`src/hdl/spod_pkg.sv`:
```
`timescale 1ns / 1ps
// ----------------------------------------------------------------------------
// spod_pkg: shared types and constants
// Store sizing, queue sizing and the record types passed between the
// front, the queue and the back of the sphere overlap detector.
// ----------------------------------------------------------------------------
package spod_pkg;

	localparam int MAX_PARTICLES = 8;
	localparam int IDX_W         = $clog2(MAX_PARTICLES);
	localparam int CNT_W         = $clog2(MAX_PARTICLES + 1);
	localparam int QDEPTH        = 2;
	localparam int QPTR_W        = (QDEPTH > 1) ? $clog2(QDEPTH) : 1;

	localparam logic KIND_LOAD   = 1'b0;
	localparam logic KIND_DETECT = 1'b1;

	localparam logic [14:0] NORM_ONE = 15'd16384;

	typedef logic [IDX_W-1:0]  idx_t;
	typedef logic [CNT_W-1:0]  cnt_t;
	typedef logic [QPTR_W-1:0] qptr_t;
	typedef logic [QPTR_W:0]   qcnt_t;

	typedef struct packed {
		logic [31:0] x;
		logic [31:0] y;
		logic [31:0] z;
		logic [30:0] radius;
		logic [15:0] rest;
	} particle_t;

	// one overlapping pair, or an end-of-run token
	typedef struct packed {
		logic        is_end;
		logic        any;
		logic [2:0]  fi;
		logic [2:0]  si;
		logic [31:0] ax;
		logic [31:0] ay;
		logic [31:0] az;
		logic        neg_x;
		logic        neg_y;
		logic        neg_z;
		logic [65:0] m2;
		logic [31:0] rs;
		logic [15:0] rmin;
	} pair_t;

	typedef struct packed {
		logic full;
		logic empty;
	} q_status_t;

endpackage

```
`src/hdl/spod_queue.sv`:
```
`timescale 1ns / 1ps
// ----------------------------------------------------------------------------
// spod_queue: pair queue
// Short FIFO between the pair walker and the contact builder.
// ----------------------------------------------------------------------------
module spod_queue (
	input  logic               clk,
	input  logic               arst_n,
	input  logic               push,
	input  spod_pkg::pair_t    wr_data,
	input  logic               pop,
	output spod_pkg::pair_t    head,
	output spod_pkg::q_status_t status
);

	spod_pkg::pair_t  mem [spod_pkg::QDEPTH];
	spod_pkg::qptr_t  wr_ptr_q;
	spod_pkg::qptr_t  rd_ptr_q;
	spod_pkg::qcnt_t  cnt_q;

	assign status.full  = (cnt_q == spod_pkg::qcnt_t'(spod_pkg::QDEPTH));
	assign status.empty = (cnt_q == '0);
	assign head         = mem[rd_ptr_q];

	always_ff @(posedge clk) begin
		if (push) begin
			mem[wr_ptr_q] <= wr_data;
		end
	end

	always_ff @(posedge clk or negedge arst_n) begin
		if (!arst_n) begin
			wr_ptr_q <= '0;
			rd_ptr_q <= '0;
			cnt_q    <= '0;
		end else begin
			if (push) begin
				wr_ptr_q <= spod_pkg::qptr_t'(wr_ptr_q + 1'b1);
			end
			if (pop) begin
				rd_ptr_q <= spod_pkg::qptr_t'(rd_ptr_q + 1'b1);
			end
			if (push && !pop) begin
				cnt_q <= spod_pkg::qcnt_t'(cnt_q + 1'b1);
			end else if (pop && !push) begin
				cnt_q <= spod_pkg::qcnt_t'(cnt_q - 1'b1);
			end
		end
	end

endmodule

```
`config.mk`:
```
export PLATFORM = sky130hd
export DESIGN_NAME = spod_queue
export DESIGN_NICKNAME = d
export VERILOG_FILES = /design/src/hdl/spod_pkg.sv /design/src/hdl/spod_queue.sv
export SDC_FILE = /design/constraint.sdc
export NUM_CORES = 1
export LEC_CHECK = 0
export ABC_AREA = 1
export BUFFER_PORTS_ARGS = -buffer_cell sky130_fd_sc_hd__buf_2
export CAP_MARGIN = 10
export CORE_MARGIN = 5
export CORE_UTILIZATION = 50
export CTS_BUF_LIST = sky130_fd_sc_hd__clkbuf_8
export DETAILED_ROUTE_END_ITERATION = 10
export MAX_ROUTING_LAYER = met4
export PLACE_DENSITY = 0.76
export SLEW_MARGIN = 0
export SYNTH_ARGS = -nofsm -noshare
export SYNTH_HDL_FRONTEND = slang
export SYNTH_SLANG_ARGS = --single-unit
```
`constraint.sdc`:
```
create_clock -name clk -period 26 [get_ports clk]
set_clock_uncertainty 0.05 [all_clocks]
set_input_delay 3.9 -clock clk [delete_from_list [all_inputs] [get_ports clk]]
set_output_delay 3.9 -clock clk [all_outputs]
set_load 0.01 [all_outputs]
```
==> results.md <==
* Status: completed
* Vias in the first global route at 9164
* VDD IR max at 0.0819 mV
* Type of the worst min-delay path: register to register
* Core Region at roughly 34000 sq um
* DP HPWL at 24700 um
* Number of port buffers at 447
* Clk slew on worst S/H paths at 60 ps
* CP Data Required Time at 22050 ps
* CTS Sinks at around 450
* Unrepaired setup endpoints after global routing: no
* Syn Nets at 939
* Area leader, netlist: edfxtp_1
* DR DRC count at 0
* Crit path DAT at 3940 ps
* Fmax at between 100 and 150 MHz
* ANT nets after route at 0
* Power Dens Cells at 108 nW/um^2
* Count of state elements after synthesis at 446
* Initial core utilization at 50.5%
* Sequential share of the synthesized area at 78.9%
* Simple-Gate Fraction of Synth Area at 0.244%
* Measured slew at the worst slew-check pin at about 1100 ps
* Synthesized area at around 17000 sq um
* Cell variety after synth at 16
* Total iterations of the first detailed-routing run at 4
* DR vias at 8498
* Count of final hold-check violations at 0
* Clk buf depth at 3
* CTS tree: yes
* Fin util at 62.2%
* Critical Path End Type: primary output
* Count of pins over their slew limit at 0
* Final Net Count at about 1400
* Fill count at 2416
* Layout area overhead at 23.0%
* Starting DRT DRC Count at 454
* Post-synthesis adder-cell area fraction at 0.0738%
* Area share of xor/xnor cells in the synthesized design at 0.155%
* Die area at 37700 sq um
* Synth area leaders: edfxtp_1 (78%), mux2_4 (16%), mux2_2 (2.7%)
* Antenna violations before repair at 12
* Normalized max-slew margin at 29.3%
* Total CTS buffers at 70
* Endpoints failing setup at 0
* Row count at 67
* Pleak at 8.44 nW
* Syn Inst Count at 713
* Routed length per placed instance at between 20 and 25 um
* Largest family of logic cells by synthesized area: multiplexers
* Synthesis Warnings at 0
* Final worst-path cycle share at 30.4%
* Startpoint Class: register
* Routability cong. at 0.786
* Setup TNS at 0 ps
* # H-tree levels at 3
* Maxcap violations at 0
* DIE HEIGHT at 194 um
* Latest clock arrival within the worst-skew pair at 570 ps
* Compound-Gate Fraction of Synth Area at 0%
* Width of the die at 194 um
* Crit path time final at 7890 ps
* Detailed Route WL at 35800 um
* IO Count at approximately 450
* Yosys top cell area share at 78.3%
* Clk root buf: clkbuf_8
* Post-synthesis mux area share at 18.7%
* Postcts setup bufs at 0
* Largest net degree at the start of global routing at ~160
* Crit-path max FO at between 50 and 60
* Syn avg cell area at 23.8 sq um
* Post-cts resize count at 0
* First-pass GRT wire length at 53200 um
* Tot GR Track Use at 19.0%
* Hold-fix buffers, CTS at 0
* Setup Crit Path Kind: register to primary output
* Layout cell share with drive strength beyond 1 at approximately three fifths
* Drt via density at 4.90
* Gr ovfl total at 0
-- sequential cells by signal, indices dropped and copies added (netlist names) --
name and count:
cnt_q 2, mem 442, rd_ptr_q 1, wr_ptr_q 1
-- report_power, final --
group | total (mW) | internal (mW) | switching (mW)
logic | 0.707 | 0.352 | 0.355
registers | 1.01 | 0.956 | 0.0527
clock network | 0.531 | 0.273 | 0.258
-- worst paths after layout --
check / start / to / slack, ps / cells past startpoint
worst min-delay path: cnt_q[1] / cnt_q[1] / 490 / 2
worst max-delay path: rd_ptr_q / head[61] / 18110 / 4
min in group asynchronous: arst_n / cnt_q[1] / 3080 / 1
max in group asynchronous: arst_n / rd_ptr_q / 22660 / 1
worst max register to register: wr_ptr_q / mem[0][26] / 23270 / 3
worst min register to register: cnt_q[1] / cnt_q[1] / 490 / 2
-- routing by layer --
layer | track usage, % | vias up | share of wire (%)
met5 | - | - | 0
met2 | 30.5 | 435 | 49
met1 | 21.3 | 4124 | 37
li1 | - | 3872 | -
met4 | 6.64 | 0 | 2.6
met3 | 8.50 | 67 | 12
-- critical path, stage by stage, from the launching register on --
cell and delay, ps:
dfrtp_4 960, buf_4 850, buf_4 930, mux2_4 360, buf_2 140
-- cells in the final DEF, fill, tap and decap left out --
cell,count
inv_8,1
xnor2_1,1
nand2_1,5
dfrtp_4,1
buf_2,447
inv_6,1
clkbuf_8,77
clkinv_2,12
nor2_4,1
edfxtp_1,442
mux2_4,180
xor2_1,2
dfrtp_1,3
nand4_1,1
buf_4,6
nand3_1,1
clkinv_1,17
ha_1,1
nor2_1,2
inv_1,25
mux2_2,41
diode_2,16
buf_12,1
clkinvlp_4,2
-- logic make-up (layout without fill, tap and decap cells) --
logic type    Yosys count  in the layout
other cells             0             16
mux                   221            221
flops                 446            446
simple gates           10             10
fa+ha+maj               1              1
buf+inv                32            589
xor+xnor                3              3
-- per-stage QoR --
| step | instances | setup WS, ps | area [sq um] | hold slack, ps | total power [mW] |
|---|---|---|---|---|---|
| after floorplan | 713 | 11960 | 16900 | 413 | 1.55 |
| after global placement | 1590 | 18760 | 19500 | 434 | 1.72 |
| after detailed placement | 1590 | 18670 | 19500 | 478 | 1.74 |
| after CTS | 1718 | 18030 | 20800 | 496 | 2.28 |
| after global routing | 1730 | 17920 | 20800 | 512 | 2.36 |
| final | 1734 | 18110 | 20800 | 491 | 2.25 |
-- synthesized netlist by cell type, drive strengths merged --
library cell,instances
ha,1
edfxtp,442
xnor2,1
xor2,2
nand4,1
inv,7
nand2,5
nand3,1
nor2,3
buf,25
dfrtp,4
mux2,221
-- area by class of cell --
type	count	area [sq um]	area share, %
Antenna cell	16	40.0	0.192
Multi-Input combinational cell	235	3250	15.6
Timing Repair Buffer	454	2300	11.0
Clock inverter	51	219	1.05
Sequential cell	446	13400	64.2
Inverter	7	33.8	0.162
Clock buffer	77	1060	5.08
Tap cell	448	561	2.69
Power figures use the tool's default switching activity.
