===== src/hdl/spod_pkg.sv =====
`timescale 1ns / 1ps
// ----------------------------------------------------------------------------
// spod_pkg: shared types and constants
// Store sizing, queue sizing and the record types passed between the
// front, the queue and the back of the sphere overlap detector.
// ----------------------------------------------------------------------------
package spod_pkg;

	localparam int MAX_PARTICLES = 8;
	localparam int IDX_W         = $clog2(MAX_PARTICLES);
	localparam int CNT_W         = $clog2(MAX_PARTICLES + 1);
	localparam int QDEPTH        = 2;
	localparam int QPTR_W        = (QDEPTH > 1) ? $clog2(QDEPTH) : 1;

	localparam logic KIND_LOAD   = 1'b0;
	localparam logic KIND_DETECT = 1'b1;

	localparam logic [14:0] NORM_ONE = 15'd16384;

	typedef logic [IDX_W-1:0]  idx_t;
	typedef logic [CNT_W-1:0]  cnt_t;
	typedef logic [QPTR_W-1:0] qptr_t;
	typedef logic [QPTR_W:0]   qcnt_t;

	typedef struct packed {
		logic [31:0] x;
		logic [31:0] y;
		logic [31:0] z;
		logic [30:0] radius;
		logic [15:0] rest;
	} particle_t;

	// one overlapping pair, or an end-of-run token
	typedef struct packed {
		logic        is_end;
		logic        any;
		logic [2:0]  fi;
		logic [2:0]  si;
		logic [31:0] ax;
		logic [31:0] ay;
		logic [31:0] az;
		logic        neg_x;
		logic        neg_y;
		logic        neg_z;
		logic [65:0] m2;
		logic [31:0] rs;
		logic [15:0] rmin;
	} pair_t;

	typedef struct packed {
		logic full;
		logic empty;
	} q_status_t;

endpackage


===== src/hdl/spod_back.sv =====
`timescale 1ns / 1ps
// ----------------------------------------------------------------------------
// spod_back: contact builder
// Pops pairs, runs a restoring square root and a shared restoring divider
// for the three normal components, and holds the result beat.
// ----------------------------------------------------------------------------
module spod_back (
	input  logic                clk,
	input  logic                arst_n,
	input  spod_pkg::pair_t     q_head,
	input  spod_pkg::q_status_t q_st,
	output logic                q_pop,
	output logic                out_valid,
	input  logic                out_stall,
	output logic                found,
	output logic [2:0]          first_index,
	output logic [2:0]          second_index,
	output logic signed [15:0]  normal_x,
	output logic signed [15:0]  normal_y,
	output logic signed [15:0]  normal_z,
	output logic [31:0]         depth,
	output logic [15:0]         contact_restitution,
	output logic                last
);

	typedef enum logic [4:0] {
		B_IDLE = 5'b00001,
		B_SQRT = 5'b00010,
		B_DIV  = 5'b00100,
		B_PEEK = 5'b01000,
		B_OUT  = 5'b10000
	} bstate_t;

	bstate_t      state_q;
	logic [31:0]  ax_q, ay_q, az_q;
	logic         nx_q, ny_q, nz_q;
	logic [65:0]  v_q;
	logic [31:0]  rs_q;
	logic [35:0]  rem_q;
	logic [32:0]  root_q;
	logic [5:0]   scnt_q;
	logic [35:0]  rem_sh, trial;
	logic         s_ge;
	logic [32:0]  root_nx;
	logic [46:0]  drem_q, dv_q, num_w;
	logic [14:0]  dq_q, dq_nx, qcl;
	logic [3:0]   dstep_q;
	logic [1:0]   comp_q;
	logic         d_ge, neg_w;
	logic [31:0]  a_w;
	logic [15:0]  mag16, sval;

	logic         found_q, last_q;
	logic [2:0]   fi_q, si_q;
	logic [15:0]  nxo_q, nyo_q, nzo_q;
	logic [31:0]  depth_q;
	logic [15:0]  rest_q;

	// square root, two radicand bits per cycle
	assign rem_sh  = {rem_q[33:0], v_q[65:64]};
	assign trial   = {1'b0, root_q, 2'b01};
	assign s_ge    = (rem_sh >= trial);
	assign root_nx = {root_q[31:0], s_ge};

	always_comb begin
		case (comp_q)
			2'd0:    begin a_w = ax_q; neg_w = nx_q; end
			2'd1:    begin a_w = ay_q; neg_w = ny_q; end
			2'd2:    begin a_w = az_q; neg_w = nz_q; end
			default: begin a_w = '0;   neg_w = 1'b0; end
		endcase
	end

	// rounded quotient: (a * 2^14 + dist/2) / dist
	assign num_w = {1'b0, a_w, 14'b0} + {15'b0, root_q[32:1]};
	assign d_ge  = (drem_q >= dv_q);
	assign dq_nx = {dq_q[13:0], d_ge};
	assign qcl   = (root_q == '0) ? 15'd0
		: ((dq_nx > spod_pkg::NORM_ONE) ? spod_pkg::NORM_ONE : dq_nx);
	assign mag16 = {1'b0, qcl};
	assign sval  = neg_w ? 16'(-mag16) : mag16;

	assign q_pop = !q_st.empty
		&& ((state_q == B_IDLE) || ((state_q == B_PEEK) && q_head.is_end));

	always_ff @(posedge clk) begin
		case (state_q)
			B_IDLE: begin
				if (!q_st.empty) begin
					ax_q    <= q_head.ax;
					ay_q    <= q_head.ay;
					az_q    <= q_head.az;
					nx_q    <= q_head.neg_x;
					ny_q    <= q_head.neg_y;
					nz_q    <= q_head.neg_z;
					v_q     <= q_head.m2;
					rs_q    <= q_head.rs;
					rem_q   <= '0;
					root_q  <= '0;
					fi_q    <= q_head.is_end ? 3'd0 : q_head.fi;
					si_q    <= q_head.is_end ? 3'd0 : q_head.si;
					rest_q  <= q_head.is_end ? 16'd0 : q_head.rmin;
					found_q <= !q_head.is_end;
					if (q_head.is_end) begin
						nxo_q   <= '0;
						nyo_q   <= '0;
						nzo_q   <= '0;
						depth_q <= '0;
						last_q  <= 1'b1;
					end
				end
			end
			B_SQRT: begin
				rem_q  <= s_ge ? (rem_sh - trial) : rem_sh;
				root_q <= root_nx;
				v_q    <= {v_q[63:0], 2'b00};
				if (scnt_q == 6'd32) begin
					depth_q <= rs_q - root_nx[31:0];
				end
			end
			B_DIV: begin
				if (dstep_q == 4'd0) begin
					drem_q <= num_w;
					dv_q   <= {root_q, 14'b0};
					dq_q   <= '0;
				end else begin
					drem_q <= d_ge ? (drem_q - dv_q) : drem_q;
					dv_q   <= dv_q >> 1;
					dq_q   <= dq_nx;
					if (dstep_q == 4'd15) begin
						case (comp_q)
							2'd0:    nxo_q <= sval;
							2'd1:    nyo_q <= sval;
							default: nzo_q <= sval;
						endcase
					end
				end
			end
			B_PEEK: begin
				last_q <= q_head.is_end;
			end
			default: begin
			end
		endcase
	end

	always_ff @(posedge clk or negedge arst_n) begin
		if (!arst_n) begin
			state_q <= B_IDLE;
			scnt_q  <= '0;
			dstep_q <= '0;
			comp_q  <= '0;
		end else begin
			case (state_q)
				B_IDLE: begin
					if (!q_st.empty) begin
						scnt_q  <= '0;
						state_q <= q_head.is_end ? B_OUT : B_SQRT;
					end
				end
				B_SQRT: begin
					scnt_q <= scnt_q + 1'b1;
					if (scnt_q == 6'd32) begin
						dstep_q <= '0;
						comp_q  <= '0;
						state_q <= B_DIV;
					end
				end
				B_DIV: begin
					if (dstep_q == 4'd15) begin
						dstep_q <= '0;
						comp_q  <= comp_q + 1'b1;
						if (comp_q == 2'd2) begin
							state_q <= B_PEEK;
						end
					end else begin
						dstep_q <= dstep_q + 1'b1;
					end
				end
				B_PEEK: begin
					if (!q_st.empty) begin
						state_q <= B_OUT;
					end
				end
				B_OUT: begin
					if (!out_stall) begin
						state_q <= B_IDLE;
					end
				end
				default: state_q <= B_IDLE;
			endcase
		end
	end

	assign out_valid           = (state_q == B_OUT);
	assign found               = found_q;
	assign first_index         = fi_q;
	assign second_index        = si_q;
	assign normal_x            = nxo_q;
	assign normal_y            = nyo_q;
	assign normal_z            = nzo_q;
	assign depth               = depth_q;
	assign contact_restitution = rest_q;
	assign last                = last_q;

`ifndef SYNTH
	a_empty_is_last: assert property (@(posedge clk) disable iff (!arst_n)
		out_valid && !found |-> last)
		else $error("no-contact beat without last");
	a_norm_range: assert property (@(posedge clk) disable iff (!arst_n)
		out_valid |-> (normal_x <= 16'sd16384) && (normal_x >= -16'sd16384)
			&& (normal_y <= 16'sd16384) && (normal_y >= -16'sd16384)
			&& (normal_z <= 16'sd16384) && (normal_z >= -16'sd16384))
		else $error("normal component out of range");
`endif

endmodule

===== config.mk =====
export PLATFORM = sky130hd
export DESIGN_NAME = spod_back
export DESIGN_NICKNAME = d
export VERILOG_FILES = /design/src/hdl/spod_pkg.sv /design/src/hdl/spod_back.sv
export SDC_FILE = /design/constraint.sdc
export NUM_CORES = 1
export LEC_CHECK = 0
export ABC_AREA = 0
export BUFFER_PORTS_ARGS = -buffer_cell sky130_fd_sc_hd__buf_2
export CAP_MARGIN = 20
export CORE_MARGIN = 2
export CORE_UTILIZATION = 43
export DETAILED_ROUTE_END_ITERATION = 7
export GPL_TIMING_DRIVEN = 1
export SLEW_MARGIN = 20
export SYNTH_ARGS = -nofsm -noshare
export SYNTH_HDL_FRONTEND = slang
export SYNTH_SLANG_ARGS = --single-unit

===== constraint.sdc =====
create_clock -name clk -period 13.1 [get_ports clk]
set_input_delay 1.31 -clock clk [delete_from_list [all_inputs] [get_ports clk]]
set_output_delay 1.31 -clock clk [all_outputs]
set_load 0.03 [all_outputs]

==> results of run 1 <==
cell usage in the layout (no fill, tap or decap), types with 39 or more instances in the layout:
cell       count
edfxtp_1     476
nand2_1      353
buf_2        329
nor2_1       234
a21oi_1      145
ha_1         140
o21ai_0      125
inv_1        121
xor2_1        66
xnor2_1       63
a21o_1        61
clkbuf_16     54
nor2b_1       43
nand3_1       39
cells in the mapped netlist (all sizes together), types with 4 or more instances:
cell / n
edfxtp: 476
nand2: 353
nor2: 236
o21ai: 152
a21oi: 147
ha: 140
inv: 123
clkbuf: 74
xor2: 66
xnor2: 63
a21o: 61
nor2b: 43
nand3: 39
a222oi: 29
mux2i: 29
and2: 28
nand4: 28
nor3: 23
o21a: 22
nand2b: 21
a31oi: 18
nor4: 17
dfrtp: 16
a211oi: 15
buf: 15
o21bai: 15
or3: 13
o31ai: 11
a31o: 10
nor3b: 10
o41ai: 8
o31a: 7
and3: 5
or2: 5
a21boi: 4
o211ai: 4
o22ai: 4
metal layers:
metal	vias to the layer above	global-route usage [%]	wire, µm
li1	9292	-	-
met5	-	0	14
met4	4	5.51	1430
met2	469	34.6	31600
met1	9104	27.1	28600
met3	100	4.76	4190
power groups by stage:
stage	clock network, mW	logic [mW]	registers, mW
global placement	0	2.78	2.51
floorplan	0	1.94	2.66
CTS	1.59	2.84	2.49
finish	1.56	2.83	2.49
detailed placement	0	2.82	2.52
global route	1.65	3.15	2.53
cells by family (layout without fill, tap and decap cells):
kind of cell | Yosys count | after routing
fa+ha+maj | 143 | 143
xor+xnor | 129 | 129
flops | 493 | 493
buf+inv | 213 | 572
mux | 29 | 29
simple gates | 838 | 838
compound gates | 536 | 536
other cells | 0 | 1
layout make-up:
class | instances | area (µm²) | share of cell area [%]
diodes | 1 | 2.50 | 0.00827
clock buffers | 69 | 1430 | 4.72
clock inverters | 31 | 382 | 1.26
inverters | 124 | 468 | 1.55
multi-input cells | 1675 | 10500 | 34.6
flip-flops and latches | 493 | 14700 | 48.7
well taps | 782 | 978 | 3.23
repair buffers | 348 | 1790 | 5.93
sequential cells by signal, indices dropped and copies added (netlist names), 2 cells and up:
register / cells
v_q: 66
drem_q: 47
dv_q: 47
rem_q: 34
root_q: 33
ax_q: 32
ay_q: 32
az_q: 32
depth: 32
rs_q: 32
contact_restitution: 16
normal_x: 16
normal_y: 16
normal_z: 16
dq_q: 14
scnt_q: 6
state_q: 5
dstep_q: 4
first_index: 3
second_index: 3
comp_q: 2
worst min-delay path by stage:
| stage | from | slack [ns] | endpoint |
|---|---|---|---|
| global placement | scnt_q[5]$_DFFE_PN0P_ | 0.47 | scnt_q[5]$_DFFE_PN0P_ |
| floorplan | scnt_q[5]$_DFFE_PN0P_ | 0.45 | scnt_q[5]$_DFFE_PN0P_ |
| CTS | scnt_q[5]$_DFFE_PN0P_ | 0.48 | scnt_q[5]$_DFFE_PN0P_ |
| global route | scnt_q[5]$_DFFE_PN0P_ | 0.51 | scnt_q[5]$_DFFE_PN0P_ |
| detailed placement | scnt_q[5]$_DFFE_PN0P_ | 0.48 | scnt_q[5]$_DFFE_PN0P_ |
| finish | scnt_q[5]$_DFFE_PN0P_ | 0.49 | scnt_q[5]$_DFFE_PN0P_ |
through the flow:
step,setup slack (ns),utilization (%),power (mW),hold slack [ns],std cells
6_report,6.77,50.4,6.88,0.488,3523
2_1_floorplan,1.05,-,4.61,0.448,2381
3_3_place_gp,6.89,47.4,5.29,0.468,3422
3_5_place_dp,6.87,47.4,5.34,0.476,3422
4_1_cts,6.83,50.4,6.92,0.484,3522
5_1_grt,6.47,50.4,7.33,0.507,3523
==> impl_metrics.env, run 1 <==
export IMPL_via_per_inst=5.38
export IMPL_whs_path_depth=1
export IMPL_cts_tree="built"
export IMPL_synth_top_area_share_pct=55.0
export IMPL_clock_sinks=493
export IMPL_grt_overflow_total=0
export IMPL_swShare_pct=38.4
export IMPL_hold_class="register to register"
export IMPL_wl_per_cell_um=18.7
export IMPL_p_seq_share_pct=36.1
export IMPL_grt_pass1_wl_um=102000
export IMPL_dr_pass1_iters=6
export IMPL_crit_buf_inv=2
export IMPL_route_detailed_drc=0
export IMPL_fin_crit_sh_pct=48.3
export IMPL_synth_compound_area_share_pct=13.3
export IMPL_ant_nets=0
export IMPL_power_density_mw_per_mm2=228
export IMPL_seq_area_frac_synth_pct=56.7
export IMPL_worst_r2r_cell_count=25
export IMPL_crit_type="register to register"
export IMPL_cts_buffers=54
export IMPL_htree_levels=2
export IMPL_cp_startpoint="root_q[0]$_SDFFCE_PN0P_"
export IMPL_setup_tns_ns=0
export IMPL_start_util_pct=43.3
export IMPL_io_pins=332
export IMPL_setup_viol=0
export IMPL_power_switching_mw=2.64
export IMPL_slowest_delay_ns=0.50
export IMPL_grt_usage_pct=20.7
export IMPL_critPathCapture="depth[30]$_SDFFCE_PN0P_"
export IMPL_p_int_mw=4.24
export IMPL_die_w_um=250
export IMPL_start_kind="register"
export IMPL_p_leak_nw=12.3
export IMPL_end_kind="register"
export IMPL_syn_nets=2750
export IMPL_cp_data_required_time_ns=13.56
export IMPL_postCtsSetupBuffers=0
export IMPL_syn2layout_area_growth_pct=16.5
export IMPL_first_iter_violations=1314
export IMPL_port_buffer_count=329
export IMPL_placed_area_mm2=0.0284
export IMPL_yosys_area_share_adder_pct=6.98
export IMPL_dp_hpwl_um=47900
export IMPL_grt_max_degree=94
export IMPL_synth_flop_cell="edfxtp_1"
export IMPL_routabilityCongestion=0.909
export IMPL_yosys_area_share_xor_xnor_pct=4.35
export IMPL_synth_top_family_by_area="simple AND/OR/NAND/NOR gates"
export IMPL_nets=3065
export IMPL_drv_cap=0
export IMPL_cts_hold_buffers=0
export IMPL_path_delay_family="compound AO/OA/AOI/OAI gates"
export IMPL_cts_clk_slew_worst_paths_ns=0.06
export IMPL_drv_slew=0
export IMPL_synth_area_leaders="edfxtp_1 55%, ha_1 6.7%, nand2_1 5.1%"
export IMPL_vdd_ir_drop_max_mv=0.124
export IMPL_vias=19000
export IMPL_reg2reg_slack_ns=6.77
export IMPL_dieArea_mm2=0.0624
export IMPL_hold_viol_final=0
export IMPL_first_global_vias=18700
export IMPL_ys_seq_elements=493
export IMPL_synthCells=2381
export IMPL_ys_types=80
export IMPL_rr_endpoint="depth[30]$_SDFFCE_PN0P_"
export IMPL_wirelength_um=65800
export IMPL_worst_path_stages=25
export IMPL_core_mm2=0.0600
export IMPL_synthSimpleGateAreaFrac_pct=14.4
export IMPL_synth_top_area_cell="edfxtp_1"
export IMPL_cp_data_arrival_time_ns=6.79
export IMPL_die_y_um=250
export IMPL_worstMarginPinSlew_ns=1.03
export IMPL_skew_ns=0.0265
export IMPL_synthMuxAreaShare_pct=1.12
export IMPL_max_clock_path_buffers=3
export IMPL_drive_gt1_share_pct=16.9
export IMPL_clkLatencyLatePin_ns=0.61
export IMPL_post_cts_resize_count=0
export IMPL_slew_headroom_pct=31.0
export IMPL_comb_power_share_pct=41.2
export IMPL_rsz0062_at_grt="no"
export IMPL_nFillCells=5441
export IMPL_layout_min_cycle_time_ns=6.33
export IMPL_r2r_start="root_q[0]$_SDFFCE_PN0P_"
export IMPL_yosys_warnings=0
export IMPL_synthArstFlopShare_pct=3.45
export IMPL_syn_avg_cell_area_um2=10.9
export IMPL_netlist_area_mm2=0.0260
export IMPL_synth_edf_count=476
export IMPL_placementRows=90
export IMPL_antenna_found_initial=3
export IMPL_pwr_share_clk_pct=22.7
export IMPL_status="complete, no violations"
export IMPL_crit_fanout=5
export IMPL_fmax_mhz=158
export IMPL_slowest_stage="edfxtp_1"
export IMPL_final_cell_area_mm2=0.0302
export IMPL_clock_root_buffer="clkbuf_16"
No activity file was read; power rests on OpenSTA's default activity.
==> run 2, diff against run 1 <==
clock period = 5.15 ns   (was 13.1 ns; I/O delays follow)
==> impl_metrics.env, run 2 (synthesized netlist as in run 1, its figures left out) <==
export IMPL_cts_tree="built"
export IMPL_start_util_pct=43.3
export IMPL_status="complete, no violations"
export IMPL_p_leak_nw=12.9
export IMPL_route_detailed_drc=0
export IMPL_hp_start="q_head[127]"
export IMPL_port_buffer_count=329
export IMPL_cts_buffers=54
export IMPL_whs_path_depth=1
export IMPL_fin_util_pct=52.3
export IMPL_hold_viol_final=0
export IMPL_crit_fanout=2
export IMPL_dr_pass1_iters=5
export IMPL_reg2reg_slack_ns=0.02
export IMPL_min_to="az_q[10]$_DFFE_PP_"
export IMPL_vias=19500
export IMPL_reg_largest_list="v_q x66, drem_q x47, dv_q x47"
export IMPL_drv_cap=0
export IMPL_htree_levels=2
export IMPL_nets=3169
export IMPL_rsz0062_at_grt="yes"
export IMPL_rr_endpoint="depth[30]$_SDFFCE_PN0P_"
export IMPL_routabilityCongestion=0.892
export IMPL_worst_r2r_cell_count=24
export IMPL_ant_nets=0
export IMPL_cts_clk_slew_worst_paths_ns=0.07
export IMPL_grt_max_degree=98
export IMPL_antenna_found_initial=5
export IMPL_skew_ns=0.0405
export IMPL_first_iter_violations=1541
export IMPL_via_per_inst=5.38
export IMPL_io_pins=332
export IMPL_die_w_um=250
export IMPL_largest_reg_flops=66
export IMPL_setup_viol=0
export IMPL_first_global_vias=19500
export IMPL_dieArea_mm2=0.0624
export IMPL_preCtsSetupSlack_ns=-0.208
export IMPL_regMostFlops="v_q"
export IMPL_grt_usage_pct=21.7
export IMPL_crit_type="register to register"
export IMPL_final_common_cell="edfxtp_1"
export IMPL_end_kind="register"
export IMPL_power_density_mw_per_mm2=591
export IMPL_r2r_start="rem_q[0]$_SDFFCE_PN0P_"
export IMPL_placementRows=90
export IMPL_nFillCells=5251
export IMPL_fmax_mhz=195
export IMPL_wirelength_um=68900
export IMPL_layout_min_cycle_time_ns=5.13
export IMPL_wl_per_cell_um=19.0
export IMPL_clkLatencyLatePin_ns=0.63
export IMPL_cp_data_required_time_ns=5.59
export IMPL_hold_class="input port to register"
export IMPL_setup_ws_ns=0.0173
export IMPL_slew_headroom_pct=31.4
export IMPL_clock_sinks=493
export IMPL_core_mm2=0.0600
export IMPL_max_clock_path_buffers=3
export IMPL_cp_data_arrival_time_ns=5.58
export IMPL_grt_overflow_total=0
export IMPL_syn2layout_area_growth_pct=20.9
export IMPL_whs_ns=0.0584
export IMPL_clock_root_buffer="clkbuf_16"
export IMPL_drive_gt1_share_pct=21.3
export IMPL_grt_pass1_wl_um=107000
export IMPL_worstMarginPinSlew_ns=1.03
export IMPL_dp_hpwl_um=50400
export IMPL_layout_common_cells="476 x edfxtp_1, 352 x nand2_1, 329 x buf_2"
export IMPL_start_kind="register"
export IMPL_drv_slew=0
export IMPL_fin_crit_sh_pct=99.7
export IMPL_vdd_ir_drop_max_mv=0.397
export IMPL_die_y_um=250
[run 2: changes by cell type in the layout (fill, tap and decap cells not counted), sizes merged]
cell	change
buf	+103
clkbuf	-4
clkinvlp	+4
bufinv	+3
clkinv	-2
dlygate4sd3	+1
inv	-1
[run 2: layout make-up]
type,count,area [µm²],share of cell area [%]
diodes,1,2.50,0.00797
clock buffers,65,1430,4.56
clock inverters,35,498,1.59
inverters,124,469,1.49
multi-input cells,1675,10700,34.1
flip-flops and latches,493,14700,46.9
well taps,782,978,3.12
repair buffers,452,2580,8.23
[run 2: per-layer routing]
metal | vias up | GRT usage, % | share of wire (%)
met1 | 9420 | 29.1 | 44
li1 | 9498 | - | -
met3 | 111 | 4.05 | 6.0
met4 | 8 | 7.16 | 2.7
met2 | 492 | 35.5 | 48
met5 | - | 0 | 0.077
[run 2: metrics by stage]
| stage | cells | area (µm²) | power, mW | setup TNS, ns |
|---|---|---|---|---|
| after floorplan | 2381 | 26000 | 11.7 | -69.35 |
| after global placement | 3504 | 29100 | 13.9 | -0.0403 |
| after detailed placement | 3504 | 29100 | 14.1 | -0.352 |
| after CTS | 3621 | 31200 | 18.5 | -0.188 |
| after global routing | 3627 | 31400 | 19.7 | -0.712 |
| final | 3627 | 31400 | 18.6 | 0 |
[run 2: how the worst max path moves through the flow]
stage	start	end	slack, ns	cells past startpoint
after floorplan	state_q[2]$_DFFE_PN0P_	scnt_q[2]$_DFFE_PN0P_	-0.54	8
after global placement	root_q[0]$_SDFFCE_PN0P_	depth[30]$_SDFFCE_PN0P_	-0.04	25
after detailed placement	root_q[0]$_SDFFCE_PN0P_	depth[30]$_SDFFCE_PN0P_	-0.21	25
after CTS	root_q[0]$_SDFFCE_PN0P_	depth[30]$_SDFFCE_PN0P_	-0.10	25
after global routing	root_q[0]$_SDFFCE_PN0P_	depth[28]$_SDFFCE_PN0P_	-0.23	25
final	rem_q[0]$_SDFFCE_PN0P_	depth[30]$_SDFFCE_PN0P_	0.02	24
[run 2: report_power, final]
group / switching, mW / total [mW] / internal, mW
logic: 5.00 / 8.05 / 3.04
registers: 0.388 / 6.30 / 5.92
clock network: 1.66 / 4.20 / 2.54
total: 7.05 / 18.6 / 11.5
[run 2: critical path, stage by stage (launching register included)]
cell and delay [ns]:
edfxtp_1 0.44, ha_4 0.27, nor2b_4 0.13, o31a_1 0.27, o31a_1 0.33, o41ai_4 0.41, o21ai_2 0.09, nand3_1 0.08
nand2_1 0.07, a21oi_2 0.19, o21ai_4 0.11, ha_4 0.18, fa_2 0.37, nor2b_4 0.13, o31a_1 0.17, o21ai_2 0.10
a2111oi_4 0.33, nor2_1 0.10, a21oi_2 0.19, a211oi_2 0.12, o311ai_1 0.25, buf_4 0.18, a21oi_4 0.06, o21ai_2 0.14
mux2i_1 0.22
[run 2: what timing repair did]
action,4_1_cts,5_1_grt
hold buffers,1,0
cloned,0,0
buffers inserted,16,6
gates resized for setup,14,22
endpoints found under the hold margin,16,0
pin swaps,20,27
endpoints found under the setup margin,8,15
